$ cat config.mk
export PLATFORM = sky130hd
export DESIGN_NAME = utf8_to_utf16_transcoder
export DESIGN_NICKNAME = d
export VERILOG_FILES = /design/src/hw/rtl/u8u16_pkg.sv /design/src/hw/rtl/u8u16_front.sv /design/src/hw/rtl/u8u16_queue.sv /design/src/hw/rtl/u8u16_back.sv /design/src/hw/rtl/utf8_to_utf16_transcoder.sv
export SDC_FILE = /design/constraint.sdc
export NUM_CORES = 1
export LEC_CHECK = 0
export ABC_AREA = 1
export BUFFER_PORTS_ARGS = -buffer_cell sky130_fd_sc_hd__buf_2
export CORE_AREA = 4 4 126 128
export CTS_CLUSTER_SIZE = 12
export DETAILED_ROUTE_END_ITERATION = 6
export DIE_AREA = 0 0 130 132
export SLEW_MARGIN = 20
export SYNTH_ARGS = -nofsm -noshare
export SYNTH_HDL_FRONTEND = slang
export SYNTH_SLANG_ARGS = --single-unit
$ cat constraint.sdc
create_clock -name clk -period 4.5 [get_ports clk]
set_input_delay 0.9 -clock clk [delete_from_list [all_inputs] [get_ports clk]]
set_output_delay 0.9 -clock clk [all_outputs]
set_load 0.1 [all_outputs]
$ cat src/hw/rtl/u8u16_pkg.sv
// Shared types, constants and helpers of the UTF-8 to UTF-16 transcoder.
package u8u16_pkg;

    localparam int QUEUE_DEPTH = 4;
    localparam int QUEUE_AW    = 2;
    localparam int QUEUE_CW    = 3;

    localparam logic [15:0] REPL_UNIT      = 16'hFFFD;
    localparam logic [15:0] HIGH_SURR_BASE = 16'hD800;
    localparam logic [15:0] LOW_SURR_BASE  = 16'hDC00;
    localparam logic [20:0] MAX_CODE_POINT = 21'h10FFFF;
    localparam logic [20:0] SURR_FIRST     = 21'h00D800;
    localparam logic [20:0] SURR_LAST      = 21'h00DFFF;
    localparam logic [20:0] SUPP_BASE      = 21'h010000;

    // One decoded byte: a number of replacement words, then optionally one code point.
    typedef struct packed {
        logic [2:0]  repl_count;
        logic        has_cp;
        logic [20:0] cp;
        logic        eot;
    } cmd_t;

    // Smallest value that a sequence with the given number of continuation bytes may carry.
    function automatic logic [20:0] min_value(input logic [1:0] len);
        logic [20:0] v;
        case (len)
            2'd1:    v = 21'h000080;
            2'd2:    v = 21'h000800;
            2'd3:    v = 21'h010000;
            default: v = 21'h000000;
        endcase
        return v;
    endfunction

endpackage

$ cat src/hw/rtl/u8u16_front.sv
// Byte decoder: tracks the open UTF-8 sequence and turns each byte into a command.
module u8u16_front
(
    input  logic             clk,
    input  logic             rst_n,
    input  logic             accept,
    input  logic [7:0]       in_byte,
    input  logic             end_of_text,
    output logic             cmd_push,
    output u8u16_pkg::cmd_t  cmd
);

    typedef enum logic [1:0] {
        LEAD_ASCII,
        LEAD_OPEN,
        LEAD_BAD
    } lead_t;

    logic [1:0]  pend_reg, pend_next;
    logic [1:0]  coll_reg, coll_next;
    logic [20:0] part_reg, part_next;

    lead_t       lead_cls;
    logic [1:0]  lead_len;
    logic [20:0] lead_bits;

    logic [20:0] shifted;
    logic [1:0]  coll_inc;
    logic        use_lead;
    logic [2:0]  repl;
    logic        has_cp;
    logic [20:0] cp;

    always_comb
    begin
        lead_cls  = LEAD_BAD;
        lead_len  = 2'd0;
        lead_bits = 21'd0;
        if (!in_byte[7])
        begin
            lead_cls = LEAD_ASCII;
        end
        else if (in_byte[7:5] == 3'b110)
        begin
            lead_cls  = LEAD_OPEN;
            lead_len  = 2'd1;
            lead_bits = {16'd0, in_byte[4:0]};
        end
        else if (in_byte[7:4] == 4'b1110)
        begin
            lead_cls  = LEAD_OPEN;
            lead_len  = 2'd2;
            lead_bits = {17'd0, in_byte[3:0]};
        end
        else if (in_byte[7:3] == 5'b11110)
        begin
            lead_cls  = LEAD_OPEN;
            lead_len  = 2'd3;
            lead_bits = {18'd0, in_byte[2:0]};
        end
    end

    always_comb
    begin
        pend_next = pend_reg;
        coll_next = coll_reg;
        part_next = part_reg;
        repl      = 3'd0;
        has_cp    = 1'b0;
        cp        = 21'd0;
        use_lead  = 1'b0;
        shifted   = {part_reg[14:0], in_byte[5:0]};
        coll_inc  = coll_reg + 2'd1;

        if (pend_reg != 2'd0)
        begin
            if (in_byte[7:6] == 2'b10)
            begin
                if (coll_inc == pend_reg)
                begin
                    pend_next = 2'd0;
                    coll_next = 2'd0;
                    part_next = 21'd0;
                    if (shifted < u8u16_pkg::min_value(pend_reg))
                    begin
                        // Overlong form: one replacement per byte of the sequence.
                        repl = {1'b0, pend_reg} + 3'd1;
                    end
                    else if (shifted > u8u16_pkg::MAX_CODE_POINT ||
                             (shifted >= u8u16_pkg::SURR_FIRST &&
                              shifted <= u8u16_pkg::SURR_LAST))
                    begin
                        repl = 3'd1;
                    end
                    else
                    begin
                        has_cp = 1'b1;
                        cp     = shifted;
                    end
                end
                else
                begin
                    coll_next = coll_inc;
                    part_next = shifted;
                end
            end
            else
            begin
                // Interrupted sequence; the interrupting byte is retried as a lead.
                repl      = {1'b0, coll_reg} + 3'd1;
                pend_next = 2'd0;
                coll_next = 2'd0;
                part_next = 21'd0;
                use_lead  = 1'b1;
            end
        end
        else
        begin
            use_lead = 1'b1;
        end

        if (use_lead)
        begin
            case (lead_cls)
                LEAD_ASCII:
                begin
                    has_cp = 1'b1;
                    cp     = {13'd0, in_byte};
                end
                LEAD_OPEN:
                begin
                    pend_next = lead_len;
                    coll_next = 2'd0;
                    part_next = lead_bits;
                end
                default:
                begin
                    repl = repl + 3'd1;
                end
            endcase
        end

        if (end_of_text && pend_next != 2'd0)
        begin
            repl = repl + {1'b0, coll_next} + 3'd1;
        end
        if (end_of_text)
        begin
            pend_next = 2'd0;
            coll_next = 2'd0;
            part_next = 21'd0;
        end
    end

    assign cmd_push       = accept && (repl != 3'd0 || has_cp);
    assign cmd.repl_count = repl;
    assign cmd.has_cp     = has_cp;
    assign cmd.cp         = cp;
    assign cmd.eot        = end_of_text;

    always_ff @(posedge clk or negedge rst_n)
    begin
        if (!rst_n)
        begin
            pend_reg <= 2'd0;
            coll_reg <= 2'd0;
            part_reg <= 21'd0;
        end
        else if (accept)
        begin
            pend_reg <= pend_next;
            coll_reg <= coll_next;
            part_reg <= part_next;
        end
    end

endmodule

$ cat src/hw/rtl/u8u16_queue.sv
// Short command queue between the byte decoder and the word expander.
module u8u16_queue
(
    input  logic             clk,
    input  logic             rst_n,
    input  logic             push,
    input  u8u16_pkg::cmd_t  wr_data,
    input  logic             pop,
    output u8u16_pkg::cmd_t  rd_data,
    output logic             full,
    output logic             nonempty
);

    u8u16_pkg::cmd_t                  mem_reg [u8u16_pkg::QUEUE_DEPTH];
    logic [u8u16_pkg::QUEUE_AW-1:0]   wr_ptr_reg, wr_ptr_next;
    logic [u8u16_pkg::QUEUE_AW-1:0]   rd_ptr_reg, rd_ptr_next;
    logic [u8u16_pkg::QUEUE_CW-1:0]   count_reg, count_next;

    assign full     = (count_reg == u8u16_pkg::QUEUE_CW'(u8u16_pkg::QUEUE_DEPTH));
    assign nonempty = (count_reg != '0);
    assign rd_data  = mem_reg[rd_ptr_reg];

    always_comb
    begin
        wr_ptr_next = push ? wr_ptr_reg + 1'b1 : wr_ptr_reg;
        rd_ptr_next = pop ? rd_ptr_reg + 1'b1 : rd_ptr_reg;
        count_next  = count_reg + u8u16_pkg::QUEUE_CW'(push) - u8u16_pkg::QUEUE_CW'(pop);
    end

    always_ff @(posedge clk or negedge rst_n)
    begin
        if (!rst_n)
        begin
            wr_ptr_reg <= '0;
            rd_ptr_reg <= '0;
            count_reg  <= '0;
        end
        else
        begin
            wr_ptr_reg <= wr_ptr_next;
            rd_ptr_reg <= rd_ptr_next;
            count_reg  <= count_next;
        end
    end

    always_ff @(posedge clk)
    begin
        if (push)
        begin
            mem_reg[wr_ptr_reg] <= wr_data;
        end
    end

endmodule

$ cat src/hw/rtl/u8u16_back.sv
// Word expander: turns queued commands into UTF-16 words, one per cycle when popped.
module u8u16_back
(
    input  logic             clk,
    input  logic             rst_n,
    input  logic             q_nonempty,
    input  u8u16_pkg::cmd_t  q_data,
    output logic             q_pop,
    input  logic             pop,
    output logic             empty,
    output logic [15:0]      code_unit,
    output logic             replaced,
    output logic             last_of_run,
    output logic             text_done
);

    logic [1:0]  idx_reg, idx_next;
    logic        valid_reg, valid_next;
    logic [15:0] unit_reg;
    logic        rep_reg;
    logic        last_reg;
    logic        done_reg;

    logic        is_supp;
    logic [2:0]  cp_units;
    logic [2:0]  total;
    logic [2:0]  idx_ext;
    logic [20:0] cp_off;
    logic [15:0] unit;
    logic        rep;
    logic        last;
    logic        take;

    always_comb
    begin
        is_supp  = (q_data.cp[20:16] != 5'd0);
        cp_units = q_data.has_cp ? (is_supp ? 3'd2 : 3'd1) : 3'd0;
        total    = q_data.repl_count + cp_units;
        idx_ext  = {1'b0, idx_reg};
        cp_off   = q_data.cp - u8u16_pkg::SUPP_BASE;
        // Replacement words come first, then the code point or its surrogate pair.
        if (idx_ext < q_data.repl_count)
        begin
            unit = u8u16_pkg::REPL_UNIT;
            rep  = 1'b1;
        end
        else if (idx_ext == q_data.repl_count)
        begin
            unit = is_supp ? (u8u16_pkg::HIGH_SURR_BASE | {6'd0, cp_off[19:10]})
                           : q_data.cp[15:0];
            rep  = 1'b0;
        end
        else
        begin
            unit = u8u16_pkg::LOW_SURR_BASE | {6'd0, q_data.cp[9:0]};
            rep  = 1'b0;
        end
        last = ((idx_ext + 3'd1) == total);
        take = q_nonempty && (!valid_reg || pop);

        idx_next   = idx_reg;
        valid_next = valid_reg;
        if (take)
        begin
            idx_next   = last ? 2'd0 : idx_reg + 2'd1;
            valid_next = 1'b1;
        end
        else if (pop)
        begin
            valid_next = 1'b0;
        end
    end

    assign q_pop       = take && last;
    assign empty       = !valid_reg;
    assign code_unit   = unit_reg;
    assign replaced    = rep_reg;
    assign last_of_run = last_reg;
    assign text_done   = done_reg;

    always_ff @(posedge clk or negedge rst_n)
    begin
        if (!rst_n)
        begin
            idx_reg   <= 2'd0;
            valid_reg <= 1'b0;
        end
        else
        begin
            idx_reg   <= idx_next;
            valid_reg <= valid_next;
        end
    end

    always_ff @(posedge clk)
    begin
        if (take)
        begin
            unit_reg <= unit;
            rep_reg  <= rep;
            last_reg <= last;
            done_reg <= last && q_data.eot;
        end
    end

endmodule

$ cat src/hw/rtl/utf8_to_utf16_transcoder.sv
// Top level of the UTF-8 to UTF-16 transcoder.
// The block takes one UTF-8 byte per cycle while full is low and delivers UTF-16
// words at one word per cycle while pop is high, from a registered output stage, so
// well-formed text below U+10000 streams through at full rate. A byte gives
// zero to four words (a surrogate pair or a burst of U+FFFD for malformed input); the
// decoder hands its result to a four-entry command queue, and full rises only when
// that queue is full, which happens when bursts arrive faster than the word expander
// drains them at one word per cycle or when pop is held low. last_of_run marks the
// final word of a byte and text_done the final word of a string; a byte that only
// opens or extends a sequence gives no word.
module utf8_to_utf16_transcoder
(
    input  logic        clk,
    input  logic        rst_n,
    input  logic        push,
    output logic        full,
    input  logic [7:0]  in_byte,
    input  logic        end_of_text,
    output logic        empty,
    input  logic        pop,
    output logic [15:0] code_unit,
    output logic        replaced,
    output logic        last_of_run,
    output logic        text_done
);

    logic            accept;
    logic            cmd_push;
    u8u16_pkg::cmd_t cmd;
    u8u16_pkg::cmd_t q_data;
    logic            q_pop;
    logic            q_nonempty;

    assign accept = push && !full;

    u8u16_front u_front
    (
        .clk         (clk),
        .rst_n       (rst_n),
        .accept      (accept),
        .in_byte     (in_byte),
        .end_of_text (end_of_text),
        .cmd_push    (cmd_push),
        .cmd         (cmd)
    );

    u8u16_queue u_queue
    (
        .clk      (clk),
        .rst_n    (rst_n),
        .push     (cmd_push),
        .wr_data  (cmd),
        .pop      (q_pop),
        .rd_data  (q_data),
        .full     (full),
        .nonempty (q_nonempty)
    );

    u8u16_back u_back
    (
        .clk         (clk),
        .rst_n       (rst_n),
        .q_nonempty  (q_nonempty),
        .q_data      (q_data),
        .q_pop       (q_pop),
        .pop         (pop),
        .empty       (empty),
        .code_unit   (code_unit),
        .replaced    (replaced),
        .last_of_run (last_of_run),
        .text_done   (text_done)
    );

    // The end of a string always closes the run of its byte.
    assert property (@(posedge clk) disable iff (!rst_n)
        (!empty && text_done) |-> last_of_run)
    else $error("text_done without last_of_run");

    // A replacement word always carries U+FFFD.
    assert property (@(posedge clk) disable iff (!rst_n)
        (!empty && replaced) |-> (code_unit == u8u16_pkg::REPL_UNIT))
    else $error("replaced word is not U+FFFD");

    // A high surrogate is never the last word of its byte.
    assert property (@(posedge clk) disable iff (!rst_n)
        (!empty && code_unit[15:10] == 6'b110110) |-> !last_of_run)
    else $error("high surrogate closes a run");

    // The expander releases a queue entry only when one is there.
    assert property (@(posedge clk) disable iff (!rst_n)
        q_pop |-> q_nonempty)
    else $error("command queue underflow");

endmodule
---- Yosys cells after proc, flatten, opt, wreduce, memory -nomap -nowiden ----
Memories as Yosys holds them, arrays and structs flattened.
Cells that the tools add are included.
storage, ports and cells
  register bits after elaboration ......... 54
  memory bits (writable) .................. 104
  bits of input ports ..................... 13
  output and inout bits ................... 21
  logic and storage cells ................. 137
  memories ................................ 1
operators by class
  $add $sub $neg .......................... 14
  magnitude comparators ................... 5
  equal/unequal tests ..................... 12
  multiplexer cells ....................... 68
  bitwise operators ....................... 1
  reductions and logical operators ........ 22
memories
  name             depth  bits a word  read ports  clocked after memory_dff  write ports  RTL line           RTL
  u_queue.mem_reg  4      26           1           0                         1            u8u16_queue.sv:14  u8u16_pkg::cmd_t mem_reg [u8u16_pkg::QUEUE_DEPTH];
operators with widths
  cell                                                                                 count
  21-bit two-way mux                                                                   19
  17-bit case mux with 3 select lines                                                  1
  2-bit two-way mux                                                                    22
  14-bit two-way mux                                                                   2
  3-bit two-way mux                                                                    9
  21-bit by 16-bit >= comparator with 1-bit output (second input constant)             1
  21-bit > comparator (second input constant)                                          1
  21-bit by 16-bit less-or-equal comparator with 1-bit output (second input constant)  1
  21-bit < comparator                                                                  1
  20-bit by 17-bit subtractor with 20-bit output (second input constant)               1
  1-bit two-way mux                                                                    15
  2-bit by 1-bit adder with 3-bit output (second input constant)                       3
  2-bit by 1-bit adder with 2-bit output (second input constant)                       4
  1-bit logical AND                                                                    7
  3-bit by 1-bit adder with 3-bit output (second input constant)                       2
  2-bit == test (second input constant)                                                3
  3-bit == test (second input constant)                                                2
  2-bit nonzero test                                                                   3
  3-bit nonzero test                                                                   2
  5-bit == test (second input constant)                                                1
  5-bit nonzero test                                                                   1
  2-bit by 1-bit == test with 1-bit output (second input constant)                     2
  4-bit == test (second input constant)                                                1
  2-bit OR reduction                                                                   2
  other kinds (13)                                                                     16

---- Logic depth before layout (Yosys ltp) ----
Gate-level depths: netlist of the first run.
  depth after elaboration ................. 21
  depth in mapped cells ................... 28
  depth with buffers taken out ............ 28

---- By module ----
From an unflattened synthesis of the first run, not the netlist that was laid out.
second synthesis, totals
  cell total of the unflattened synthesis .. 832
  area, all modules ....................... 7,648.6 um2
modules (own cells, without submodules)
  module                    times used  cells an instance  area each (um2)  seq. area each (um2)
  u8u16_queue               1           453                4,817.1          3,298.2
  u8u16_front               1           241                1,601.5          475.5
  u8u16_back                1           136                1,219.9          645.6
  utf8_to_utf16_transcoder  1           2                  10.0             0.0

---- Least setup slack after synthesis of the first run ----
OpenSTA, ideal clock, no wires.
  path kind ............................... register to register
  from .................................... register u_front.pend_reg[0]
  to ...................................... memory u_queue.mem_reg[0][0] (netlist bit) (enable)
  library setup time ...................... 0.388 ns
  arrival ................................. 3.614 ns
  setup slack ............................. 0.498 ns
  cell stages (with the launch flop) ...... 25
  path through ............................ dfrtp_1 > inv_2 > ha_1 > inv_1 > ha_1 > nand2_1 > nor2_1 > nand2_1 > nand2_1 > nand2_1 > nand2_1 > nand2_1 > nand3_1 > nand2_1 > ha_1 > nand2_1 > nand2_1 > inv_1 > fa_1 > nand3b_1 > nand2_2 > nor2_4 > nand3_4 > nand2_4 > nor2_2
RTL lines
  element                 RTL line            RTL
  from (decl)             u8u16_front.sv:19   logic [1:0] pend_reg, pend_next;
  from (signal assigned)  u8u16_front.sv:171  pend_reg <= pend_next;
  to (decl)               u8u16_queue.sv:14

==> results_dict.tcl, run 1 <==
set metrics [dict create \
    outcome "finished clean" \
    syn_to_final_growth_pct 13.94 \
    seqCellArea_sq_um 4423 \
    vias 4761 \
    drt_first_pass_iters 6 \
    power_density_nw_per_um2 699.4 \
    critical-path-max-stage-delay_ns 0.46 \
    drt-initial-drc-count 312 \
    die_w_microns 130 \
    final_nets 727 \
    die-area_sq_um 17160 \
    finalCritPeriodShare_pct 91.90 \
    synth_top_area_share_pct 52.70 \
    hold_class "input pin to asynchronous set/reset pin" \
    setup_viol 0 \
    fin_hold_ws_ns 0.5298 \
    synth.area.top_cells "edfxtp_1 53%, dfrtp_1 10%, nand2_1 4.9%" \
    drv_cap 0 \
    yosys.area.top_type "edfxtp_1" \
    period_minus_slack_ns 4.136 \
    grtUsageMet2_pct 28.71 \
    clock_latency_ns 0.42 \
    fin_skew_ns 0.006513 \
    holdBufCountCts 0 \
    syn-cell-area_sq_um 7009 \
    cts_buffer_depth 2 \
    final_layout_size_suffix_gt1_share_pct 17.50 \
    tritoncts "yes" \
    hold_viol_final 0 \
    grt.overflow.total 0 \
    setup_tns_ns 0 \
    path_common_cell "nand2_1" \
    start_kind "flip-flop" \
    drc 0 \
    drv_slew 0 \
    syn-num-nets 682 \
    clk_pin_slew_worst_paths_ns 0.06 \
    end_kind "flip-flop" \
    vias_per_cell 5.343 \
    grt_max_degree 35 \
    cts_buffers 17 \
    rows 45 \
    place_congestion 0.8337 \
    cp.required_ns 4.81 \
    insertedDiodeCount 0 \
    slew_headroom_pct 51.93 \
    grt_pass1_wl_microns 24320 \
    p_leak_uw 0.003156 \
    cts-root-buf "clkbuf_16" \
    grtUsageMet1_pct 25.21 \
    cpMaxStageDelayCell "fa_1" \
    synthCells 645 \
    htreeDepth 4 \
    tightest_slew_ns 0.7210 \
    clock_sinks 152 \
    busiest_layer "met2" \
    cp_max_fo 7 \
    ir_drop_mv 0.2659 \
    synth-main-ff-cell "edfxtp_1" \
    core-area_sq_um 14860 \
    grt_pass1_vias 4783 \
    fillCellCount 1329 \
    ioPinCount 34 \
    crit_arrival_ns 4.44 \
    rsz0062_at_grt "false" \
    drt.antenna.violating_nets 0 \
    synth_seq_cells 152 \
    synth_edf_count 123 \
    grtUsageTotal_pct 18.31 \
    fmax_ghz 0.2418 \
    final_util_pct 53.73 \
    largest_reg_flops 104 \
    ys_warn_count 0 \
    place_hpwl_microns 10080 \
    syn_area_per_cell_sq_um 10.87 \
    dieHeight_microns 132 \
    synth-seq-area-share_pct 63.05 \
    synthDistinctLibCells 46 \
    detail_route.wl_per_cell_microns 16.50 \
    multi_input_area_sq_um 2205 \
    async_reset_ff_share_pct 19.08 \
    antenna_found_initial 0 \
    port_buffers 33 \
    routed_wl_microns 14700 \
    crit_type "flip-flop to flip-flop" \
    start_util_pct 47.15 \
    grtUsageMet3_pct 4.214 \
]
==> metrics by stage <==
stage	total power (uW)	setup WS, ns	cells	instance area (sq um)
3_5_place_dp	4317	0.3275	859	7440
5_1_grt	5955	0.001787	891	7986
4_1_cts	5627	0.3141	891	7983
6_report	5586	0.3643	891	7986
2_1_floorplan	3754	0.4975	645	7009
3_3_place_gp	4272	0.4082	859	7440
==> where the power goes <==
group / switching, uW / internal (uW)
Combinational: 1660 / 619
Sequential: 108 / 1890
Clock: 566 / 739
==> cells in the final DEF (no fill, tap or decap), types with 4 or more instances in the layout <==
master / n
edfxtp_1: 123
nand2_1: 92
nor2_1: 85
inv_1: 69
o21ai_0: 45
o22ai_1: 34
buf_2: 33
nand3_1: 32
dfrtp_1: 26
ha_1: 21
clkbuf_16: 18
a21oi_1: 16
nand2_2: 13
buf_4: 10
inv_2: 9
nor2_2: 7
xor2_1: 5
a32o_1: 4
nand2_4: 4
clkinv_2: 4
==> metal layers <==
metal / routed length, microns / share of wire [%]
met5: 0 / 0
met4: 262 / 1.8
met3: 674 / 4.6
met2: 6984 / 47
met1: 6782 / 46
==> layout make-up <==
| type | count | area share [%] |
|---|---|---|
| timing repair buffer | 45 | 3.509 |
| tap | 188 | 2.945 |
| clock buffer | 19 | 5.687 |
| multi-input combinational | 394 | 27.60 |
| clock inverter | 13 | 1.112 |
| inverter | 80 | 3.760 |
| sequential | 152 | 55.38 |
==> critical path, delay by kind of cell (launching register included) <==
family	cells	cell delay, ns
xor+xnor	1	0.17
fa+ha+maj	6	1.68
buf+inv	5	0.35
flops	1	0.45
simple gates	16	1.36
==> worst paths after layout <==
check,from,endpoint,slack (ns),cells past startpoint
max in group asynchronous,rst_n,u_front.pend_reg[0]$_DFFE_PN0P_,3.45,1
min in group clk,u_back.idx_reg[1]$_DFFE_PN0P_,u_back.idx_reg[1]$_DFFE_PN0P_,0.54,2
hold / removal,rst_n,u_back.idx_reg[1]$_DFFE_PN0P_,0.53,1
hold reg to reg,u_back.idx_reg[1]$_DFFE_PN0P_,u_back.idx_reg[1]$_DFFE_PN0P_,0.54,2
setup / recovery,u_front.pend_reg[0]$_DFFE_PN0P_,u_queue.count_reg[2]$_DFF_PN0_,0.36,28
setup reg to reg,u_front.pend_reg[0]$_DFFE_PN0P_,u_queue.count_reg[2]$_DFF_PN0_,0.36,28
==> what timing repair did <==
action / CTS / global route
buffers inserted: 0 / 0
gates resized for setup: 0 / 3
setup endpoints to repair: 0 / 2
==> cells by family after synthesis <==
family	Yosys count	synth area share [%]
compound gates	117	10.09
xor+xnor	6	0.7497
fa+ha+maj	24	4.606
buf+inv	99	5.587
flops	152	63.05
simple gates	247	15.92
==> synth_stat cells, drive strengths merged (3+ instances only) <==
master / instances
edfxtp: 123
dfrtp: 29
ha: 21
fa: 3
buf: 5
clkbuf: 14
xor2: 5
nor2: 94
nand2: 109
o21ai: 48
or2: 3
nand3: 36
o211ai: 4
inv: 78
o22ai: 34
a32o: 4
a21oi: 16
No activity file was read; power rests on OpenSTA's default activity.
==> inputs of run 2 (changes only) <==
==> constraint.sdc (replaced) <==
create_clock -name clk -period 4.8 [get_ports clk]
set_input_delay 0.96 -clock clk [delete_from_list [all_inputs] [get_ports clk]]
set_output_delay 0.96 -clock clk [all_outputs]
set_load 0.1 [all_outputs]
==> run 2 against run 1 <==
- clock power grew 5%
- fmax shrank 1.8%
- final cell count did not move
- global-route usage hardly changed
- core utilization up 0.27 points
- die area unchanged
- sequential cell count unchanged
- worst setup slack improved by 0.23 ns
- count of clock-buffer cells in the layout did not move
- hold slack better by 0.012 ns
- clock skew is 0.00070 ns lower
- sequential share of layout area is 0.32 points lower
- critical endpoint unchanged
- highest routed layer unchanged
==> results_dict.tcl, run 2 (synthesis results as in run 1) <==
set metrics [dict create \
    setup_viol 0 \
    layout_commonest_cell "edfxtp_1" \
    drv_slew 0 \
    fillCellCount 1308 \
    grtUsageMet2_pct 28.48 \
    start_kind "flip-flop" \
    htreeDepth 4 \
    drc 0 \
    antenna_found_initial 0 \
    grt.overflow.total 0 \
    syn_to_final_growth_pct 14.51 \
    setup_tns_ns 0 \
    finalCritPeriodShare_pct 87.70 \
    final_layout_size_suffix_gt1_share_pct 16.64 \
    power_frac_seq_pct 34.8 \
    cp_max_fo 7 \
    busiest_layer "met2" \
    power_density_nw_per_um2 669.2 \
    crit_type "flip-flop to flip-flop" \
    cp.required_ns 5.10 \
    design_area_sq_um 8026 \
    setup_ws_ns 0.5903 \
    core-area_sq_um 14860 \
    seqCellArea_sq_um 4419 \
    detail_route.wl_per_cell_microns 16.77 \
    clk_pin_slew_worst_paths_ns 0.06 \
    insertedDiodeCount 0 \
    cts-root-buf "clkbuf_16" \
    ioPinCount 34 \
    grt_pass1_wl_microns 24160 \
    hold_class "flip-flop to flip-flop" \
    drv_cap 0 \
    port_buffers 33 \
    place_hpwl_microns 10300 \
    rrSetupSlack_ns 0.59 \
    die_w_microns 130 \
    clock_latency_ns 0.42 \
    drt_first_pass_iters 6 \
    drt.antenna.violating_nets 0 \
    crit_arrival_ns 4.51 \
    final_nets 727 \
    p_leak_uw 0.003176 \
    place_ws_ns 0.6135 \
    grtUsageMet1_pct 25.53 \
    dieHeight_microns 132 \
    tritoncts "yes" \
    ir_drop_mv 0.2538 \
    outcome "finished clean" \
    final_cell_mix "123 x edfxtp_1, 92 x nand2_1, 85 x nor2_1" \
    power.share.switching_pct 40.22 \
    vias_per_cell 5.388 \
    power_frac_comb_pct 39.7 \
    cts_buffer_depth 2 \
    clock_sinks 152 \
    cts_buffers 17 \
    clkPwrFrac_pct 25.5 \
    grtUsageTotal_pct 18.33 \
    period_minus_slack_ns 4.210 \
    post_cts.repair.setup_buffers 0 \
    routed_wl_microns 14950 \
    worstRegToRegCells 24 \
    placed_cell_area_sq_um 7415 \
    hold_viol_final 0 \
    multi_input_area_sq_um 2205 \
    grt_max_degree 35 \
    startpoint "u_front.pend_reg[1]$_DFFE_PN0P_" \
    endpoint "u_queue.count_reg[2]$_DFF_PN0_" \
    vias 4801 \
    internal_power_uw 3211 \
    holdBufCountCts 0 \
    grt_pass1_vias 4685 \
    hp-start "u_queue.wr_ptr_reg[1]$_DFFE_PN0P_" \
    start_util_pct 47.15 \
    fmax_ghz 0.2375 \
    rows 45 \
    fin_skew_ns 0.005814 \
    slew_headroom_pct 50.50 \
    rsz0062_at_grt "false" \
    largest_reg_flops 104 \
    end_kind "flip-flop" \
    tightest_slew_ns 0.7425 \
    die-area_sq_um 17160 \
    grtUsageMet3_pct 3.930 \
    drt-initial-drc-count 346 \
    worstReg2RegEnd "u_queue.count_reg[2]$_DFF_PN0_" \
    p_switching_uw 2160 \
    cts_resized 0 \
    place_congestion 0.8404 \
    rr_startpoint "u_front.pend_reg[1]$_DFFE_PN0P_" \
]
## run 2: cell types whose count changed in the layout (fill, tap and decap cells not counted)
cell / before / now
bufinv_16: 0 / 4
dfrtp_1: 26 / 29
dfrtp_2: 3 / 0
inv_4: 3 / 0
inv_6: 3 / 0
buf_12: 2 / 0
buf_4: 10 / 12
clkinv_1: 2 / 4
clkinv_2: 4 / 2
clkinv_4: 1 / 3
clkbuf_1: 1 / 2
clkbuf_16: 18 / 17
## run 2: final cells by class
cell class	instances	share of cell area, %
Sequential cell	152	55.06
Multi-Input combinational cell	394	27.47
Clock buffer	19	5.394
Inverter	80	3.741
Timing Repair Buffer	45	3.180
Tap cell	188	2.931
Clock inverter	13	2.229
## run 2: power by group through the flow
stage / Clock [uW] / Sequential, uW / Combinational, uW
2_1_floorplan: 0 / 2230 / 1290
5_1_grt: 1460 / 1890 / 2350
4_1_cts: 1400 / 1870 / 2150
3_3_place_gp: 0 / 1890 / 2100
3_5_place_dp: 0 / 1900 / 2140
6_report: 1370 / 1870 / 2130
## run 2: worst max-delay path: stages (launching register included)
cell	delay (ns)
dfrtp_1	0.48
ha_1	0.20
inv_1	0.04
ha_1	0.30
a21oi_1	0.14
o21ai_0	0.10
nor2_1	0.23
nand3_1	0.11
nand3_1	0.12
nand2_1	0.08
ha_1	0.28
nand2_1	0.05
nand2_1	0.09
inv_1	0.06
fa_1	0.46
nand3b_1	0.17
nand2_2	0.14
nor2_4	0.05
nand3_4	0.08
nand2_4	0.09
inv_1	0.08
ha_1	0.14
inv_1	0.05
fa_1	0.37
xor2_1	0.17
## run 2: routing by layer
metal | share of wire, % | routed length [microns]
met5 | 0 | 0
met4 | 1.5 | 231
met3 | 4.8 | 717
met2 | 48 | 7130
met1 | 46 | 6866
## run 2: worst min path at each step
stage                                             end  slack (ns)  depth (start not counted)
finish              u_queue.wr_ptr_reg[1]$_DFFE_PN0P_        0.54                          2
global route        u_queue.wr_ptr_reg[1]$_DFFE_PN0P_        0.57                          2
CTS                 u_queue.wr_ptr_reg[1]$_DFFE_PN0P_        0.55                          2
floorplan               u_back.idx_reg[1]$_DFFE_PN0P_        0.48                          2
global placement    u_queue.wr_ptr_reg[1]$_DFFE_PN0P_        0.52                          2
detailed placement  u_queue.wr_ptr_reg[1]$_DFFE_PN0P_        0.53                          2
## run 2: metrics by stage
stage                     power [uW]  util [%]  cells  hold WS, ns
after floorplan                 3520         -    645       0.4811
after global placement          3989     49.88    859       0.5172
after detailed placement        4039     49.88    859       0.5315
after CTS                       5417     54.00    891       0.5459
after global routing            5703     54.00    891       0.5695
final                           5371     54.00    891       0.5421
==> inputs of run 3 (changes only) <==
--- a/config.mk
+++ b/config.mk
@@ -7,10 +7,13 @@
 export LEC_CHECK = 0
 export ABC_AREA = 1
 export BUFFER_PORTS_ARGS = -buffer_cell sky130_fd_sc_hd__buf_2
+export CELL_PAD_IN_SITES_DETAIL_PLACEMENT = 1
+export CELL_PAD_IN_SITES_GLOBAL_PLACEMENT = 1
 export CORE_AREA = 4 4 126 128
 export CTS_CLUSTER_SIZE = 12
 export DETAILED_ROUTE_END_ITERATION = 6
 export DIE_AREA = 0 0 130 132
+export PLACE_DENSITY_LB_ADDON = 0.1
 export SLEW_MARGIN = 20
 export SYNTH_ARGS = -nofsm -noshare
 export SYNTH_HDL_FRONTEND = slang
==> constraint.sdc (replaced) <==
create_clock -name clk -period 4.5 [get_ports clk]
set_input_delay 0.9 -clock clk [delete_from_list [all_inputs] [get_ports clk]]
set_output_delay 0.9 -clock clk [all_outputs]
set_load 0.1 [all_outputs]
==> run 3 against run 2 <==
- sequential power is 7% higher
- non-clock buffer count is 2 higher
- clock power is 5% higher
- largest cell class unchanged
- wire length is 14% higher
- register-to-register slack worse by 0.29 ns
- fmax is 0.19% higher
- final cell count is 0.22% higher
- die area stayed put
- clock skew is 0.0050 ns higher
- hold slack better by 0.011 ns
- count of clock-buffer cells in the layout is 2 higher
==> results_dict.tcl, run 3 (synthesis results as in run 1) <==
set metrics [dict create \
    vias 4896 \
    design_area_sq_um 8102 \
    final_cell_mix "123 x edfxtp_1, 90 x nand2_1, 84 x nor2_1" \
    clk_pin_slew_worst_paths_ns 0.07 \
    drt_first_pass_iters 4 \
    drv_cap 0 \
    grt.overflow.total 0 \
    place_congestion 0.8205 \
    crit_arrival_ns 4.56 \
    worstRegToRegCells 24 \
    final_nets 729 \
    drv_slew 0 \
    power_density_nw_per_um2 723.1 \
    grt_pass1_vias 5190 \
    path_cells "ha_1 -> inv_1 -> ha_1 -> a21oi_1 -> o21ai_0 -> nor2_2 -> nand3_1 -> nand3_1 -> nand2_1 -> ha_1 -> nand2_1 -> nand2_1 -> inv_1 -> fa_1 -> nand3b_1 -> nand2_2 -> nor2_4 -> nand3_4 -> nand2_8 -> inv_1 -> ha_1 -> inv_1 -> fa_1 -> inv_1" \
    cts_buffers 17 \
    hp-start "u_queue.wr_ptr_reg[0]$_DFFE_PN0P_" \
    fillCellCount 1603 \
    syn_to_final_growth_pct 15.58 \
    final_layout_size_suffix_gt1_share_pct 17.87 \
    tightest_slew_ns 0.7935 \
    cpMaxStageDelayCell "fa_1" \
    whs_endpoint "u_queue.wr_ptr_reg[0]$_DFFE_PN0P_" \
    drt.antenna.violating_nets 0 \
    placed_cell_area_sq_um 7457 \
    outcome "finished clean" \
    finalCritPeriodShare_pct 93.37 \
    layout_commonest_cell "edfxtp_1" \
    cp_max_fo 7 \
    fin_skew_ns 0.01086 \
    core-area_sq_um 14860 \
    antenna_found_initial 0 \
    multi_input_area_sq_um 2221 \
    ioPinCount 34 \
    detail_route.wl_per_cell_microns 19.08 \
    routed_wl_microns 17040 \
    tritoncts "yes" \
    period_minus_slack_ns 4.202 \
    cp.required_ns 4.86 \
    rows 45 \
    rr_startpoint "u_front.pend_reg[1]$_DFFE_PN0P_" \
    largest_reg_flops 104 \
    drt-initial-drc-count 336 \
    insertedDiodeCount 0 \
    die_w_microns 130 \
    drc 0 \
    fmax_ghz 0.2380 \
    critical-path-max-stage-delay_ns 0.53 \
    hold_class "flip-flop to flip-flop" \
    port_buffers 33 \
    grt_pass1_wl_microns 27670 \
    htreeDepth 4 \
    cts-root-buf "clkbuf_16" \
    holdBufCountCts 0 \
    crit_type "flip-flop to flip-flop" \
    path_common_cell "inv_1" \
    fin_hold_ws_ns 0.5526 \
    grt_max_degree 31 \
    place_hpwl_microns 11650 \
    worstReg2RegEnd "u_queue.count_reg[1]$_DFF_PN0_" \
    die-area_sq_um 17160 \
    seqCellArea_sq_um 4422 \
    start_kind "flip-flop" \
    clock_latency_ns 0.42 \
    setup_viol 0 \
    hold_viol_final 0 \
    slew_headroom_pct 47.10 \
    vias_per_cell 5.483 \
    dieHeight_microns 132 \
    rrSetupSlack_ns 0.30 \
    end_kind "flip-flop" \
    p_leak_uw 0.003199 \
    grtUsageTotal_pct 21.25 \
    hold_depth 2 \
    clock_sinks 152 \
    start_util_pct 47.15 \
    cts_buffer_depth 2 \
    ir_drop_mv 0.3051 \
]
==> run 3: final cells by class <==
type,instances,area share [%]
inverters,80,3.737
repair buffers,47,3.954
clock buffers,21,5.961
well taps,188,2.903
flip-flops and latches,152,54.58
multi-input cells,394,27.41
clock inverters,11,1.452
==> run 3: worst max-delay path: cells and delay by family (launching register included) <==
kind,cells,cell delay [ns]
AOI/OAI and AO/OA,2,0.27
buffers and inverters,5,0.33
adders and majority gates,6,1.91
and+or+nand+nor,11,1.16
DFF,1,0.46
==> run 3: per-stage QoR <==
stage          setup TNS [ns]  setup slack [ns]  util (%)  cells  total power (uW)
2_1_floorplan               0            0.4975         -    645              3754
3_3_place_gp                0            0.3541     50.17    858              4310
3_5_place_dp                0            0.2190     50.17    858              4405
4_1_cts                     0            0.1725     54.21    890              5883
5_1_grt              -0.02347          -0.02347     54.50    893              6215
6_report                    0            0.2983     54.50    893              5859
==> run 3: what timing repair did <==
item / 4_1_cts / 5_1_grt
setup endpoints to repair: 0 / 2
resized for setup: 0 / 7
buffers inserted: 0 / 3
==> run 3: how the worst max path moves through the flow <==
| stage | startpoint | end | cells after the start |
|---|---|---|---|
| 2_1_floorplan | u_front.pend_reg[0]$_DFFE_PN0P_ | u_queue.mem_reg[0][0]$_DFFE_PP_ | 24 |
| 3_3_place_gp | u_front.pend_reg[0]$_DFFE_PN0P_ | u_queue.count_reg[2]$_DFF_PN0_ | 28 |
| 3_5_place_dp | u_front.pend_reg[0]$_DFFE_PN0P_ | u_queue.count_reg[1]$_DFF_PN0_ | 28 |
| 4_1_cts | u_front.pend_reg[0]$_DFFE_PN0P_ | u_queue.count_reg[1]$_DFF_PN0_ | 28 |
| 5_1_grt | u_front.pend_reg[1]$_DFFE_PN0P_ | u_queue.count_reg[1]$_DFF_PN0_ | 24 |
| 6_report | u_front.pend_reg[1]$_DFFE_PN0P_ | u_queue.count_reg[1]$_DFF_PN0_ | 24 |
==> run 3: power by group <==
| part | internal, uW | switching, uW | total [uW] | leakage (uW) |
|---|---|---|---|---|
| logic | 649 | 1760 | 2410 | 0.00140 |
| registers | 1890 | 117 | 2010 | 0.00151 |
| clock network | 881 | 558 | 1440 | 0.000294 |
==> run 3: routing by layer <==
layer / track usage [%] / vias up / part of all wire [%]
li1: - / 2318 / -
met1: 27.80 / 2461 / 45
met2: 35.24 / 96 / 51
met3: 4.417 / 21 / 3.5
met4: 7.102 / 0 / 1.4
met5: 0 / - / 0
